==> config.mk <==
export PLATFORM = sky130hd
export DESIGN_NAME = cqh_front_flat
export DESIGN_NICKNAME = d
export VERILOG_FILES = /design/src/design/cqh_pkg.sv /design/src/design/cqh_if.sv /design/src/design/cqh_front.sv /design/src/flat_wrapper.sv
export VERILOG_INCLUDE_DIRS = /design/src /design/src/design
export SDC_FILE = /design/constraint.sdc
export NUM_CORES = 1
export LEC_CHECK = 0
export BUFFER_PORTS_ARGS = -buffer_cell sky130_fd_sc_hd__buf_4
export CAP_MARGIN = 20
export CELL_PAD_IN_SITES_DETAIL_PLACEMENT = 0
export CELL_PAD_IN_SITES_GLOBAL_PLACEMENT = 1
export CORE_ASPECT_RATIO = 1.4
export CORE_UTILIZATION = 47
export DETAILED_ROUTE_END_ITERATION = 10
export GPL_TIMING_DRIVEN = 0
export PLACE_DENSITY_LB_ADDON = 0.08
export SYNTH_ARGS = -nofsm -noshare
export SYNTH_HDL_FRONTEND = slang
export SYNTH_SLANG_ARGS = --single-unit
==> constraint.sdc <==
create_clock -name i_clk -period 5.3 [get_ports i_clk]
set_input_delay 1.06 -clock i_clk [delete_from_list [all_inputs] [get_ports i_clk]]
set_output_delay 1.06 -clock i_clk [all_outputs]
set_load 0.01 [all_outputs]
==> src/design/assert_macros.svh <==
// Assertion macros shared by the design files.
`ifndef ASSERT_MACROS_SVH
`define ASSERT_MACROS_SVH
`ifndef SYNTHESIS
`define CQH_ASSERT(label, clk, rst_n, prop) \
    label: assert property (@(posedge clk) disable iff (!rst_n) prop) \
        else $error("assertion failed");
`define CQH_NEVER(label, clk, rst_n, cond) \
    label: assert property (@(posedge clk) disable iff (!rst_n) !(cond)) \
        else $error("forbidden condition seen");
`else
`define CQH_ASSERT(label, clk, rst_n, prop)
`define CQH_NEVER(label, clk, rst_n, cond)
`endif
`endif

==> src/design/cqh_pkg.sv <==
`timescale 1ns / 1ps
package cqh_pkg;
    localparam int SampleW      = 32;
    localparam int CodeW        = 8;
    localparam int CountW       = 25;
    localparam int KindW        = 2;
    localparam int BinW         = 8;
    localparam int Bins         = 256;
    localparam int CfgIdxW      = 2;
    localparam int NumW         = 40;
    localparam int Steps        = 253;
    localparam int DefMaxPoints = 16777216;
    localparam logic signed [SampleW-1:0] LowerReset = 32'sd16810770;
    localparam logic signed [SampleW-1:0] UpperReset = 32'sd18454938;
    localparam logic [CodeW-1:0] CodeLow  = 8'd0;
    localparam logic [CodeW-1:0] CodeHigh = 8'd255;
    localparam logic [CodeW-1:0] CodeFlat = 8'd1;

    localparam logic [CfgIdxW-1:0] CFG_LOWER = 2'd0;
    localparam logic [CfgIdxW-1:0] CFG_UPPER = 2'd1;

    typedef enum logic [KindW-1:0] {
        KIND_QUANT = 2'd0,
        KIND_READ  = 2'd1,
        KIND_CLEAR = 2'd2,
        KIND_NONE  = 2'd3
    } t_kind;

    typedef struct packed {
        t_kind                     kind;
        logic signed [SampleW-1:0] sample;
        logic [BinW-1:0]           bin_index;
    } t_item;

    typedef struct packed {
        logic  valid;
        t_item item;
    } t_head;

    typedef struct packed {
        logic pop;
        logic init_done;
    } t_back_stat;

    typedef enum logic [3:0] {
        S_IDLE, S_EVAL, S_MUL, S_DIV, S_HIST_RD, S_HIST_WR,
        S_BIN_RD, S_BIN_DONE, S_CLEAR, S_OUT
    } t_state;
endpackage

==> src/design/cqh_if.sv <==
`timescale 1ns / 1ps
interface cqh_in_if;
    logic                                valid;
    logic                                ready;
    logic [cqh_pkg::KindW-1:0]           kind;
    logic signed [cqh_pkg::SampleW-1:0]  sample;
    logic [cqh_pkg::BinW-1:0]            bin_index;
    modport source (output valid, kind, sample, bin_index, input ready);
    modport sink (input valid, kind, sample, bin_index, output ready);
endinterface


==> src/design/cqh_front.sv <==
`timescale 1ns / 1ps
`include "assert_macros.svh"
module cqh_front (
    input  logic                i_clk,
    input  logic                i_rst_n,
    cqh_in_if.sink              i_in,
    input  cqh_pkg::t_back_stat i_stat,
    output cqh_pkg::t_head      o_head
);
    cqh_pkg::t_item r_mem [2];
    logic           r_wp;
    logic           r_rp;
    logic [1:0]     r_count;
    logic           w_push;

    assign i_in.ready = (r_count != 2'd2) && i_stat.init_done;
    assign w_push     = i_in.valid && i_in.ready;

    always_ff @(posedge i_clk) begin
        if (w_push) begin
            r_mem[r_wp] <= '{kind: cqh_pkg::t_kind'(i_in.kind), sample: i_in.sample,
                             bin_index: i_in.bin_index};
        end
        if (!i_rst_n) begin
            r_wp    <= 1'b0;
            r_rp    <= 1'b0;
            r_count <= 2'd0;
        end else begin
            if (w_push) r_wp <= ~r_wp;
            if (i_stat.pop) r_rp <= ~r_rp;
            r_count <= r_count + 2'(w_push) - 2'(i_stat.pop);
        end
    end

    assign o_head.valid = (r_count != 2'd0);
    assign o_head.item  = r_mem[r_rp];

    `CQH_NEVER(a_pop_empty, i_clk, i_rst_n, i_stat.pop && (r_count == 2'd0))
    `CQH_NEVER(a_over_full, i_clk, i_rst_n, r_count == 2'd3)
    `CQH_ASSERT(a_no_early_push, i_clk, i_rst_n, !i_stat.init_done |-> !w_push)
endmodule

==> src/flat_wrapper.sv <==
// flat-port wrapper written by rule: the top's interface ports become plain ports
module cqh_front_flat 
  (i_clk, i_rst_n, i_stat, o_head, i_in_valid, i_in_kind, i_in_sample, i_in_bin_index, i_in_ready);
  cqh_in_if i_in_i ();
  input  logic i_clk;
  input  logic i_rst_n;
  input  cqh_pkg::t_back_stat i_stat;
  output cqh_pkg::t_head o_head;
  input wire logic [$bits(i_in_i.valid)-1:0] i_in_valid;
  input wire logic [$bits(i_in_i.kind)-1:0] i_in_kind;
  input wire logic [$bits(i_in_i.sample)-1:0] i_in_sample;
  input wire logic [$bits(i_in_i.bin_index)-1:0] i_in_bin_index;
  output wire logic [$bits(i_in_i.ready)-1:0] i_in_ready;
  assign i_in_i.valid = i_in_valid;
  assign i_in_i.kind = i_in_kind;
  assign i_in_i.sample = i_in_sample;
  assign i_in_i.bin_index = i_in_bin_index;
  assign i_in_ready = i_in_i.ready;
  cqh_front u_core (.i_clk(i_clk), .i_rst_n(i_rst_n), .i_in(i_in_i), .i_stat(i_stat), .o_head(o_head));
endmodule
Yosys cells after proc, flatten, opt, wreduce, memory -nomap -nowiden

Memory sizes are Yosys's and may differ from the RTL's. A register that Yosys moved wholly into a read port is not among the register bits.
Index checks and enable logic that the tools add are counted.
Widths: inputs -> output; s select.

Logic and storage cells: 16
RAM bits: 84
Output and inout bits: 44
Input port bits: 47
Memories: 1
Register bits after elaboration: 4

Memory list:

| name         | depth | width | rd ports | clocked after Yosys merged registers in | write ports | line            | source |
|---|---|---|---|---|---|---|---|
| u_core.r_mem | 2     | 42    | 1        | 1                                       | 1           | cqh_front.sv:10 | `cqh_pkg::t_item r_mem [2];` |

Equality and inequality tests: 1
Bitwise operators: 2
Mux-type cells: 4
Reductions and logical operators: 3
$add $sub $neg: 2

Operators by type and width:

| cell               | number |
|---|---|
| $mux 1             | 4 |
| $add 2x1->2        | 1 |
| $logic_and 1x1->1  | 2 |
| $ne 2x2->1 const B | 1 |
| $not 1->1          | 2 |
| $reduce_bool 2->1  | 1 |
| $sub 2x1->2        | 1 |

Logic depth before layout (Yosys ltp)

Depth in word-level cells: 5
Mapped depth: 7
Mapped depth without buffers: 7

Worst setup path after synthesis

Ideal clock, no wire load.

Kind: input to register
From: in i_in_valid
To: mem u_core.r_mem[0][0] (netlist bit), enable pin
Cell stages on the path: 2
Buffers on the path: 0
Arrival: 3.178 ns
Required time: 4.854 ns
Setup time: 0.446 ns
Path slack: 1.675 ns
Cells stage by stage: and3_1 -> nor2b_1

Cells in the longest elaborated chain, start to end: 3

Ends and longest elaborated chain:

| what                         | line              | source |
|---|---|---|
| start: declaration           | flat_wrapper.sv:9 | `input wire logic [$bits(i_in_i.valid)-1:0] i_in_valid;` |
| $logic_and 1x1->1            | cqh_front.sv:17   | `assign w_push = i_in.valid && i_in.ready;` |
| $mux 1                       | cqh_front.sv:20   | `if (w_push) begin` |
| $mux 1 (not written as such) | cqh_front.sv:21   | `r_mem[r_wp] <= '{kind: cqh_pkg::t_kind'(i_in.kind), sample: i_in.sample,` |
| end: declaration             | cqh_front.sv:10   |  |

No other way between the ends.

Final worst setup path

From: in i_stat[0] (netlist bit)
To: out i_in_ready

Cells in the longest elaborated chain, start to end: 1

Ends and longest elaborated chain:

| what               | line               | source |
|---|---|---|
| start: declaration | flat_wrapper.sv:7  | `input cqh_pkg::t_back_stat i_stat;` |
| $logic_and 1x1->1  | cqh_front.sv:16    | `assign i_in.ready = (r_count != 2'd2) && i_stat.init_done;` |
| end: declaration   | flat_wrapper.sv:13 | `output wire logic [$bits(i_in_i.ready)-1:0] i_in_ready;` |

No other way between the ends.

==> metrics <==
Max Clk Rate=between 400 and 500 MHz; total core area=7070 um2; post-synthesis sequential area ratio=between 70% and 80%; Post-synth EDFFs=84; worst r2r path cells=4; DP Wirelength=3530 um; status=finished, final reports clean; post-route cell area=4510 um2; top cell type's share of synthesized area=just over 70%; power density cells=329 nW/um2; Critical Path RT=~4.2 ns; DIE WIDTH=about 75 um; setup repair bufs after CTS=0; Top FF cell, synth=edfxtp_1; Worst EP arrival=1.43 ns; synthesized area=3480 um2; worst hold path depth=2; CTS max path bufs=2; max-cap viol count=0; Iter 0 DRT Violations=48; Layout area overhead=29.7%; cts hold-fix bufs=0; final hold slack=roughly 0.52 ns; setup slack after layout=around 2.8 ns; synth warn=0; first-pass GRT wire length=~7600 um; combinational power share=between 10% and 20%; CTS H-tree lvls=3; die height=between 100 and 150 um; initial antenna violation count=0; reg-to-reg endpoint=u_core.r_mem[0][28]; Tightest Pin Transition=~0.5 ns; Worst setup EP type=primary output; Detailed Routing Iterations Pass 1=4; skew final=around 0.007 ns; GRT Total Usage=between 10% and 20%; Root Buffer=clkbuf_8; leak pwr=1.77 nW; Mapped Nets=approximately 210; final core occ=between 60% and 70%; CP startpoint kind=input port; number of cell rows=36; min-delay worst type=reg2reg; CTS clk-pin slew, worst paths=about 0.07 ns; Async SR Flop Fraction=0%; Yosys reg bits=89; RSZ-0062 raised after global routing=false; max_slew headroom=roughly two thirds; crit path max fanout=2; Setup-failing EPs final=0; nets@finish=310; sw frac=roughly 21%; Port Buffers=90; pin count of the biggest net entering global routing=29; post-CTS sizing=0; hold endpoint=u_core.r_wp; worst flop-to-flop path startpoint=u_core.r_count[0]; CTS Buf Count=9; internal power=roughly 1.2 mW; hold_sp=u_core.r_wp; Slew Viols, Final=0; clk sink count=89; Fin Setup TNS=0 ns; post-route minimum period=2.49 ns; grt ovf=0; fill count=~530; Max IR drop VDD=between 0.2 and 0.25 mV; ANT cells=0; vias in the first global route=about 1700; final period utilization=~47%; largest cells by area after synthesis=edfxtp_1, mux2_4, dfxtp_1; post-place setup slack=about 2.8 ns; Netlist cell types=19; share of power burned in registers=55.2%; final hold violations=0; GPL Wtd Cong=between 0.6 and 0.7; Mapped Cells=about 160; CTS tree=built; Initial Util=around 50%; leading area contributor after synthesis=edfxtp_1; DR WL/cell=13.9 um; multi-input logic area=761 um2; Clk network pwr share=29.1%; drt drc=0; P_sw=317 uW; die area=about 7800 um2; Clk Latency, worst-skew pair=between 0.3 and 0.4 ns; Routed Antenna Nets=0; boundary pin count=91; R2R Setup Slk=~3.5 ns; kind of critical path=in2out; most frequent cells in the layout=buf_4, edfxtp_1, mux2_4; Vias=1675; Placement Cell Area=4320 um2; register area=2620 um2; most common cell after layout, fill and taps aside=buf_4; Mean Syn Cell Area=between 20 and 25 um2; drt total wl=5020 um; Via density=4.64; proportion of layout cells with a drive suffix above 1=approximately three fifths
## worst max-delay path by stage
stage	start	endpoint	slack [ns]	cells after the start
3_3_place_gp	i_in_valid	u_core.r_mem[0][39]	0.53	3
2_1_floorplan	i_in_valid	u_core.r_mem[0][0]	1.68	2
4_1_cts	register	o_head[38]	2.79	4
5_1_grt	register	o_head[18]	2.76	4
3_5_place_dp	i_stat[0]	i_in_ready	2.81	3
6_report	i_stat[0]	i_in_ready	2.81	3
## per-stage QoR
step                std cells  total power, mW
finish                    361             1.48
global route              361             1.54
global placement          343             1.06
CTS                       361             1.50
floorplan                 158            0.966
detailed placement        345             1.07
## kinds of logic (layout without fill, tap and decap cells)
logic type	Yosys count	in the layout	synth area share, %
DFF	89	89	75.4
xor gates and xnor gates	2	2	0.504
adders and majority gates	2	2	0.720
and+or+nand+nor	14	14	2.19
buffers and inverters	8	116	2.95
muxes	43	43	18.2
## power groups by stage
stage / registers, mW / clock network, mW / logic [mW]
2_1_floorplan: 0.833 / 0 / 0.133
3_3_place_gp: 0.835 / 0 / 0.227
3_5_place_dp: 0.835 / 0 / 0.236
4_1_cts: 0.818 / 0.444 / 0.236
5_1_grt: 0.821 / 0.472 / 0.250
6_report: 0.818 / 0.431 / 0.232
## worst max-delay path: stages
cell and delay, ns:
buf_4 0.11, and2_1 0.12, buf_4 0.14
## state kept, by name (all words and copies together), names as in the netlist, named ones only
signal,flops
u_core.r_wp,1
u_core.r_mem,84
u_core.r_count,2
u_core.r_rp,1
## routing by layer
layer	up-vias	track usage (%)	share of wire, %
met4	0	6.47	1.6
met5	-	0	0
met1	805	13.7	35
met2	54	25.0	57
li1	809	-	-
met3	7	4.28	6.0
## synth_stat cells, drive strengths merged (2+ instances only)
master / instances
edfxtp: 84
mux2: 42
buf: 5
dfxtp: 5
and2: 4
inv: 3
nor2: 3
ha: 2
nand2b: 2
## layout make-up
type / instances / area share [%]
sequential: 89 / 58.2
multi-input combinational: 61 / 16.9
timing repair buffer: 92 / 15.9
clock buffer: 11 / 2.91
tap: 95 / 2.64
buffer: 5 / 2.03
clock inverter: 5 / 1.25
inverter: 3 / 0.250
(Power assumes the default switching activity.)
